===== config.mk =====
export PLATFORM = sky130hd
export DESIGN_NAME = fan_curve_pwm_select
export DESIGN_NICKNAME = d
export VERILOG_FILES = /design/src/design/fcps_pkg.sv /design/src/design/fcps_duty.sv /design/src/design/fan_curve_pwm_select.sv
export SDC_FILE = /design/constraint.sdc
export NUM_CORES = 1
export LEC_CHECK = 0
export ABC_AREA = 0
export BUFFER_PORTS_ARGS = -buffer_cell sky130_fd_sc_hd__buf_2
export CAP_MARGIN = 10
export CORE_UTILIZATION = 35
export CTS_BUF_LIST = sky130_fd_sc_hd__clkbuf_4
export DETAILED_ROUTE_END_ITERATION = 7
export PLACE_DENSITY_LB_ADDON = 0.15
export REMOVE_ABC_BUFFERS = 1
export SYNTH_ARGS = -nofsm -noshare
export SYNTH_HDL_FRONTEND = slang
export SYNTH_SLANG_ARGS = --single-unit

===== constraint.sdc =====
create_clock -name clk -period 12.8 [get_ports clk]
set_input_delay 1.28 -clock clk [delete_from_list [all_inputs] [get_ports clk]]
set_output_delay 1.28 -clock clk [all_outputs]
set_load 0.01 [all_outputs]

===== src/design/fcps_pkg.sv =====
// ----------------------------------------------------------------------------
// fcps_pkg
// Shared widths, percent limits, register indexes and bundle types for the
// fan curve and pwm select block.
// ----------------------------------------------------------------------------
package fcps_pkg;

  localparam int TEMP_W     = 12;
  localparam int PCT_W      = 7;
  localparam int COUNT_W    = 10;
  localparam int CFG_IDX_W  = 2;
  localparam int CFG_DATA_W = 7;

  localparam logic [PCT_W-1:0]   PCT_MIN       = 7'd20;
  localparam logic [PCT_W-1:0]   PCT_COLD      = 7'd30;
  localparam logic [PCT_W-1:0]   PCT_WARM      = 7'd66;
  localparam logic [PCT_W-1:0]   PCT_DEFAULT   = 7'd90;
  localparam logic [PCT_W-1:0]   PCT_HOT       = 7'd100;
  localparam logic [PCT_W-1:0]   PCT_DRIVE_MAX = 7'd99;
  localparam logic [COUNT_W-1:0] COUNT_PERIOD  = 10'd800;

  typedef enum logic [CFG_IDX_W-1:0] {
    CFG_AUTO_MODE      = 2'd0,
    CFG_MANUAL_PERCENT = 2'd1
  } cfg_index_t;

  typedef struct packed {
    logic                     auto_mode;
    logic [PCT_W-1:0]         manual_percent;
  } cfg_t;

  typedef struct packed {
    logic signed [TEMP_W-1:0] reject_temp;
    logic                     reject_valid;
    logic signed [TEMP_W-1:0] case_temp;
    logic                     case_valid;
  } sample_t;

  typedef struct packed {
    logic [PCT_W-1:0]         fan_percent;
    logic [PCT_W-1:0]         drive_percent;
    logic [COUNT_W-1:0]       compare_count;
  } result_t;

endpackage


===== src/design/fcps_duty.sv =====
// ----------------------------------------------------------------------------
// fcps_duty
// Curve evaluation for both sensors, mode select, drive clamp and compare
// count, all combinational from the registered sample.
// ----------------------------------------------------------------------------
module fcps_duty
  import fcps_pkg::*;
(
  input  sample_t sample,
  input  cfg_t    cfg,
  output result_t result
);

  // reject curve: warm 640, hot 880
  // floor(9t/160) = floor((9t>>5)/5), /5 as *205>>10
  // floor(17d/120) = floor((17d>>3)/15), /15 as *1093>>14
  function automatic logic [PCT_W-1:0] reject_curve(input logic signed [TEMP_W-1:0] t);
    logic [7:0]  d;
    logic [11:0] p17;
    logic [19:0] q15;
    logic [9:0]  tu;
    logic [12:0] p9;
    logic [15:0] q5;
    d   = 8'(t - 12'sd640);
    p17 = {4'b0, d} * 12'd17;
    q15 = {11'b0, p17[11:3]} * 20'd1093;
    tu  = t[9:0];
    p9  = {3'b0, tu} * 13'd9;
    q5  = {8'b0, p9[12:5]} * 16'd205;
    if (t > 12'sd880) begin
      reject_curve = PCT_HOT;
    end else if (t > 12'sd640) begin
      reject_curve = PCT_WARM + {1'b0, q15[19:14]};
    end else if (t > 12'sd0) begin
      reject_curve = PCT_COLD + {1'b0, q5[15:10]};
    end else begin
      reject_curve = PCT_COLD;
    end
  endfunction

  // case curve: warm 800, hot 1040
  // floor(9t/200) = floor((9t>>3)/25), /25 as *164>>12
  function automatic logic [PCT_W-1:0] case_curve(input logic signed [TEMP_W-1:0] t);
    logic [7:0]  d;
    logic [11:0] p17;
    logic [19:0] q15;
    logic [9:0]  tu;
    logic [12:0] p9;
    logic [17:0] q25;
    d   = 8'(t - 12'sd800);
    p17 = {4'b0, d} * 12'd17;
    q15 = {11'b0, p17[11:3]} * 20'd1093;
    tu  = t[9:0];
    p9  = {3'b0, tu} * 13'd9;
    q25 = {8'b0, p9[12:3]} * 18'd164;
    if (t > 12'sd1040) begin
      case_curve = PCT_HOT;
    end else if (t > 12'sd800) begin
      case_curve = PCT_WARM + {1'b0, q15[19:14]};
    end else if (t > 12'sd0) begin
      case_curve = PCT_COLD + {1'b0, q25[17:12]};
    end else begin
      case_curve = PCT_COLD;
    end
  endfunction

  logic [PCT_W-1:0] reject_pct;
  logic [PCT_W-1:0] case_pct;
  logic [PCT_W-1:0] auto_pct;
  logic [PCT_W-1:0] pct;
  logic [PCT_W-1:0] drive;

  always_comb begin
    reject_pct = reject_curve(sample.reject_temp);
    case_pct   = case_curve(sample.case_temp);

    // no valid reject reading starts from the default duty
    auto_pct = sample.reject_valid ? reject_pct : PCT_DEFAULT;
    if (sample.case_valid && (case_pct > auto_pct)) begin
      auto_pct = case_pct;
    end

    if (cfg.auto_mode) begin
      pct = auto_pct;
    end else if (cfg.manual_percent < PCT_MIN) begin
      pct = PCT_MIN;
    end else if (cfg.manual_percent > PCT_HOT) begin
      pct = PCT_HOT;
    end else begin
      pct = cfg.manual_percent;
    end

    if (pct > PCT_DRIVE_MAX) begin
      drive = PCT_DRIVE_MAX;
    end else if (pct < PCT_MIN) begin
      drive = PCT_MIN;
    end else begin
      drive = pct;
    end

    result.fan_percent   = pct;
    result.drive_percent = drive;
    result.compare_count = COUNT_PERIOD - {drive, 3'b000};
  end

endmodule


===== src/design/fan_curve_pwm_select.sv =====
// ----------------------------------------------------------------------------
// fan_curve_pwm_select
// Fan duty selection from two temperature readings with an inverted pwm
// compare count; auto curve or manual percent.
// ----------------------------------------------------------------------------
// datapath: an accepted request passes one input register and one result
// register; done is raised with the result as it is loaded
// throughput: one request per cycle, busy stays low, results cannot stall
// config writes complete in the cycle they are presented (cfg_ready high)
// reset: synchronous rst clears the pipeline valids, auto_mode to 0 and
// manual_percent to 90
module fan_curve_pwm_select
  import fcps_pkg::*;
(
  input  logic                     clk,
  input  logic                     rst,
  input  logic                     start,
  output logic                     busy,
  input  logic signed [TEMP_W-1:0] reject_temp,
  input  logic                     reject_valid,
  input  logic signed [TEMP_W-1:0] case_temp,
  input  logic                     case_valid,
  output logic                     done,
  output logic [PCT_W-1:0]         fan_percent,
  output logic [PCT_W-1:0]         drive_percent,
  output logic [COUNT_W-1:0]       compare_count,
  input  logic                     cfg_valid,
  output logic                     cfg_ready,
  input  logic [CFG_IDX_W-1:0]     cfg_index,
  input  logic [CFG_DATA_W-1:0]    cfg_data
);

  cfg_t    cfg;
  sample_t sample;
  logic    sample_vld;
  result_t result_next;
  result_t result;

  assign busy      = 1'b0;
  assign cfg_ready = 1'b1;

  always_ff @(posedge clk) begin
    if (rst) begin
      cfg.auto_mode      <= 1'b0;
      cfg.manual_percent <= PCT_DEFAULT;
    end else if (cfg_valid && cfg_ready) begin
      case (cfg_index)
        CFG_AUTO_MODE:      cfg.auto_mode      <= cfg_data[0];
        CFG_MANUAL_PERCENT: cfg.manual_percent <= cfg_data;
        default: ;
      endcase
    end
  end

  always_ff @(posedge clk) begin
    if (rst) begin
      sample_vld <= 1'b0;
    end else begin
      sample_vld <= start && !busy;
    end
  end

  always_ff @(posedge clk) begin
    if (start && !busy) begin
      sample.reject_temp  <= reject_temp;
      sample.reject_valid <= reject_valid;
      sample.case_temp    <= case_temp;
      sample.case_valid   <= case_valid;
    end
  end

  fcps_duty u_duty (
    .sample (sample),
    .cfg    (cfg),
    .result (result_next)
  );

  always_ff @(posedge clk) begin
    if (rst) begin
      done <= 1'b0;
    end else begin
      done <= sample_vld;
    end
  end

  always_ff @(posedge clk) begin
    if (sample_vld) begin
      result <= result_next;
    end
  end

  assign fan_percent   = result.fan_percent;
  assign drive_percent = result.drive_percent;
  assign compare_count = result.compare_count;

endmodule


==> results.yml, run 1 <==
synthesis:
  post_synth_inst_count: 862
  yosysWarnings: 0
  syn_avg_cell_area_um2: 9.41
  synth_most_common_cell: "ha_1"
  yosys-top-cells-area: "ha_1 (29%), edfxtp_1 (17%), fa_1 (7.2%)"
  ys_types: 92
  synth_seq_area_share: 0.195
  dominantRegCellSynth: "edfxtp_1"
  syn-cell-area_um2: 8110
  yosysTopAreaCell: "ha_1"
  synth_enable_flop_cells: 46
  post_synth_most_frequent_cells: "ha_1 (190), inv_1 (125), a21oi_1 (49), edfxtp_1 (46), nor2_1 (41)"
  synthArstFlopShare: 0
  synthDominantCellAreaShare: 0.293
  synth.ff_latch_count: 56
clock_tree:
  h-tree-depth: 2
  insertion_delay_ps: 430
  cts_buffers: 5
  clock_sinks: 56
  clock_tree.root_cell: "clkbuf_4"
  holdBufCountCts: 0
  setup_fix_bufs_post_cts: 0
  clkSlewWorstSetupHoldPaths_ps: 200
  post_cts_resized: 0
  cts.path.max_buffers: 2
  tritoncts: "done"
global_routing:
  total_track_usage: 0.152
  grt_max_degree: 28
  grt_pass1_vias: 6064
  globalRouteOverflowTotal: 0
  grt_antenna_before_repair: 1
  grt_pass1_wl_um: 29600
placed_design:
  place_area_um2: 8690
  finalWeightedCongestion: 0.840
  port_buffers: 60
  preCtsSetupSlack_ps: 2860
  dpl.cell_count: 1194
  post-dp-hpwl_um: 14600
sta:
  postLayoutSetupSlackWorst_ps: 2810
  min_period_ps: 9990
  timing_worst_slew_pin_value_ps: 881
  relSlewSlack: 0.412
  timing_hold_violations_final: 0
  finalMaxSlewViolations: 0
  setup_tns_ps: 0
  layout_worst_path_cycle_share: 0.780
  worst_clock_skew_ps: 16.7
  setup_viol: 0
  clock.fmax_mhz: 100
  rsz0062_at_grt: "false"
setup_path:
  critical_path.reg2reg.endpoint: "compare_count[7]"
  crit_path_start_kind: "flop"
  critical-path-top-cell-by-count: "ha_1"
  worst_setup_path_endpoint: "compare_count[7]"
  r2r_cells: 42
  worstSetupPathType: "flop to flop"
  critical_path.endpoint_type: "flop"
  worst-endpoint-arrival_ps: 10220
  ff2ff_setup_slack_ps: 2810
  slowest_delay_ps: 550
  regToRegStartpoint: "sample[20]"
  critPathSlowestCell: "edfxtp_1"
  largest_fanout_on_the_critical_path: 9
  setup.worst_path.start: "sample[20]"
  crit_required_ps: 13040
detailed_routing:
  met2_routed_wl_um: 7650
  routed_wire_length_per_instance_um: 14.2
  detail_route.vias_per_cell: 5.04
  sum_of_met3_wire_segment_lengths_after_detailed_routing_um: 286
  detail_route.drc_violations: 0
  dr.pass1.iters: 4
  detailroute.via_count: 6063
  routed_wl_um: 17100
  drtAntennaViolNets: 0
  routedLengthMet1_um: 9050
  drt_iter0_markers: 268
  top_layer: "met4"
run_status:
  run_status: "complete, no violations"
worst_hold_path:
  min-delay-start: "cfg[1]"
  hold_path.class: "flop to flop"
  worst_hold_path.num_cells: 1
cells_and_area:
  stdcell_count: 1203
  proportion_of_layout_cells_with_a_drive_suffix_above_1: 0.113
  final_net_count: 1174
  synthToLayoutAreaGrowth_pct: 8.00
  layout.cell_area.non_filler_um2: 8760
die:
  floorplan.initialDensity: 0.357
  die_w_um: 154
  die_h_um: 154
  overall_die_area_um2: 23800
  rows: 55
  core_region_area_um2: 22700
  io_pins: 66
run:
  max_cap_viol_count: 0
[metrics by stage]
stage	util	hold slack, ps
after floorplan	-	452
after global routing	0.386	583
after detailed placement	0.383	515
after global placement	0.383	491
after CTS	0.386	557
final	0.386	552
[worst min path at each step]
stage / end
after floorplan: cfg[1]
final: cfg[1]
after CTS: cfg[1]
after global routing: cfg[1]
after global placement: cfg[1]
after detailed placement: cfg[1]
[cells by family (layout without fill, tap and decap cells)]
kind of cell    count (synthesis)  after routing  synth area share
compound gates                184            184             0.164
xor+xnor                       61             61            0.0659
fa+ha+maj                     221            221             0.367
buf+inv                       144            196            0.0700
flops                          56             56             0.195
mux                             6              6           0.00740
other cells                     2              6          0.000926
simple gates                  188            188             0.130
[cells in the final DEF, fill, tap and decap left out, drive strengths merged, types with 6 or more instances in the layout]
cell type,Yosys,routed
a211o,9,9
o21bai,8,8
o21ai,24,24
or3,6,6
and3,9,9
o21a,8,8
a31oi,10,10
ha,190,190
nand3,19,19
nor2,43,43
xor2,26,26
fa,29,29
xnor2,35,35
mux2i,6,6
a211oi,12,12
nand4,7,7
buf,9,60
nor4,6,6
nand2b,7,7
nor2b,15,15
and2,8,8
a21o,19,19
nand2,34,34
nor3,11,11
inv,128,131
edfxtp,46,46
dfxtp,10,10
a21oi,50,50
[worst max-delay path, delay by kind of cell (launching register included)]
| kind | cells | cell delay (ps) |
|---|---|---|
| adder cells (fa/ha/maj) | 10 | 3650 |
| AO/OA/AOI/OAI | 15 | 2900 |
| AND/OR/NAND/NOR | 11 | 2200 |
| flip-flops | 1 | 550 |
| buffers and inverters | 5 | 300 |
| XOR/XNOR | 1 | 160 |
[per-layer routing]
layer	global-route usage	up-vias
met1	0.218	2796
li1	-	3200
met5	0	-
met3	0.0140	9
met2	0.250	58
met4	0.0286	0
[sequential cells by signal (all words and copies together) (netlist names)]
name	count
cfg	8
compare_count	6
done	1
drive_percent	7
fan_percent	7
sample	26
sample_vld	1
[cell type report]
| type | count | area (um^2) |
|---|---|---|
| timing repair buffer | 60 | 300 |
| fill | 2303 | 13900 |
| tap | 285 | 357 |
| multi-input combinational | 665 | 5970 |
| antenna | 1 | 2.50 |
| sequential | 56 | 1580 |
| inverter | 128 | 480 |
| clock buffer | 5 | 37.5 |
| clock inverter | 3 | 28.8 |
Power of run 1 is left out: the tool's default activity adds up to more than one toggle a clock period on the data nets, which glitch-free logic cannot reach.
==> inputs of run 2 (changes only) <==
clock period = 8.4 ns   (was 12.8 ns; I/O delays follow)
==> run 2 against run 1 <==
Compared with the run above: the run now ends with negative setup slack left; sequential share of layout area fell by 2.5 points; critical path depth increased by 3; clock-buffer cell count is the same; final cell count rose by 12%; worst setup slack worse by 3300 ps; non-clock buffer count is 145 higher; maximum frequency increased by 12%; routed wire length is 9.5% higher; hold slack worse by 27 ps; clock skew up 3.1 ps; critical path type unchanged.
==> results.yml, run 2 (synthesis gave the netlist of run 1 again) <==
detailed_routing:
  dr.pass1.iters: 4
  routed_wire_length_per_instance_um: 13.9
  detailroute.via_count: 6602
  detail_route.drc_violations: 0
  drtAntennaViolNets: 0
  detail_route.vias_per_cell: 4.90
  drt_iter0_markers: 266
  routed_wl_um: 18800
sta:
  worst_hold_slack_ps: 525
  postLayoutSetupSlackWorst_ps: -530
  timing_worst_slew_pin_value_ps: 892
  relSlewSlack: 0.404
  timing_hold_violations_final: 0
  setup_viol: 7
  min_period_ps: 8930
  rsz0062_at_grt: "true"
  layout_worst_path_cycle_share: 1.06
  finalMaxSlewViolations: 0
  setup_tns_ps: -1860
  clock.fmax_mhz: 112
  worst_clock_skew_ps: 19.8
die:
  core_region_area_um2: 22700
  die_h_um: 154
  rows: 55
  floorplan.initialDensity: 0.357
  overall_die_area_um2: 23800
  io_pins: 66
  die_w_um: 154
cells_and_area:
  largest_register: "sample"
  final_common_cell: "ha_1"
  proportion_of_layout_cells_with_a_drive_suffix_above_1: 0.284
  mostFrequentLayoutCells: "ha_1 (183), buf_4 (140), inv_1 (120)"
  synthToLayoutAreaGrowth_pct: 25.7
  post-route-util: 0.449
  reg.largest.list: "sample: 26 flops, cfg: 8 flops"
  largest_reg_flops: 26
  final_net_count: 1319
clock_tree:
  tritoncts: "done"
  cts.path.max_buffers: 2
  h-tree-depth: 2
  clock_sinks: 56
  clock_tree.root_cell: "clkbuf_4"
  cts_buffers: 5
  insertion_delay_ps: 440
  holdBufCountCts: 0
  clkSlewWorstSetupHoldPaths_ps: 210
global_routing:
  total_track_usage: 0.165
  globalRouteOverflowTotal: 0
  grt_antenna_before_repair: 1
  grt_pass1_wl_um: 32100
  grt_pass1_vias: 6788
  grt_max_degree: 28
setup_path:
  worstSetupPathType: "flop to flop"
  crit_path_start_kind: "flop"
  critPathSlowestCell: "fa_1"
  crit_required_ps: 8630
  largest_fanout_on_the_critical_path: 5
  slowest_delay_ps: 540
  critical_path.endpoint_type: "flop"
  critical-path-top-cell-by-count: "a21oi_2"
  worst-endpoint-arrival_ps: 9160
run_status:
  violations: "negative setup slack"
  run_status: "complete, but fails checks"
placed_design:
  post-dp-hpwl_um: 15300
  finalWeightedCongestion: 0.832
  preCtsSetupSlack_ps: -837
  port_buffers: 60
run:
  max_cap_viol_count: 0
worst_hold_path:
  hold_path.class: "flop to flop"
-- run 2: per-stage QoR --
| step | instance area (um^2) | std cells |
|---|---|---|
| after floorplan | 8040 | 849 |
| after global placement | 9680 | 1326 |
| after detailed placement | 9680 | 1326 |
| after CTS | 10000 | 1342 |
| after global routing | 10200 | 1348 |
| final | 10200 | 1348 |
-- run 2: repair_timing --
item,CTS,global route
gates resized for setup,44,31
pin swaps,28,32
buffers inserted,8,7
endpoints found under the hold margin,0,0
endpoints found under the setup margin,13,14
-- run 2: worst paths after layout --
check	endpoint	start	slack, ps	depth (start not counted)
worst max-delay path	compare_count[9]	sample[18]	-530	45
worst min-delay path	cfg[1]	cfg[1]	530	1
worst max register to register	compare_count[9]	sample[18]	-530	45
worst min register to register	cfg[1]	cfg[1]	530	1
-- run 2: area by class of cell --
type / instances / area (um^2)
antenna: 1 / 2.50
clock buffer: 5 / 37.5
clock inverter: 3 / 28.8
fill: 2214 / 12500
inverter: 128 / 483
multi-input combinational: 665 / 6300
sequential: 56 / 1580
tap: 285 / 357
timing repair buffer: 205 / 1410
-- run 2: metal layers --
| metal | vias up | share of wire | global-route usage |
|---|---|---|---|
| li1 | 3484 | - | - |
| met1 | 3055 | 0.52 | 0.233 |
| met3 | 8 | 0.014 | 0.0120 |
| met2 | 55 | 0.46 | 0.276 |
| met4 | 0 | 0.0096 | 0.0352 |
| met5 | - | 0 | 0 |
-- run 2: worst max-delay path, delay by kind of cell (launching register included) --
kind | cells | cell delay (ps)
buf+inv | 8 | 670
flops | 1 | 470
fa+ha+maj | 10 | 3350
simple gates | 10 | 1830
compound gates | 15 | 2130
xor+xnor | 2 | 270
Power of run 2 is left out for the same reason.
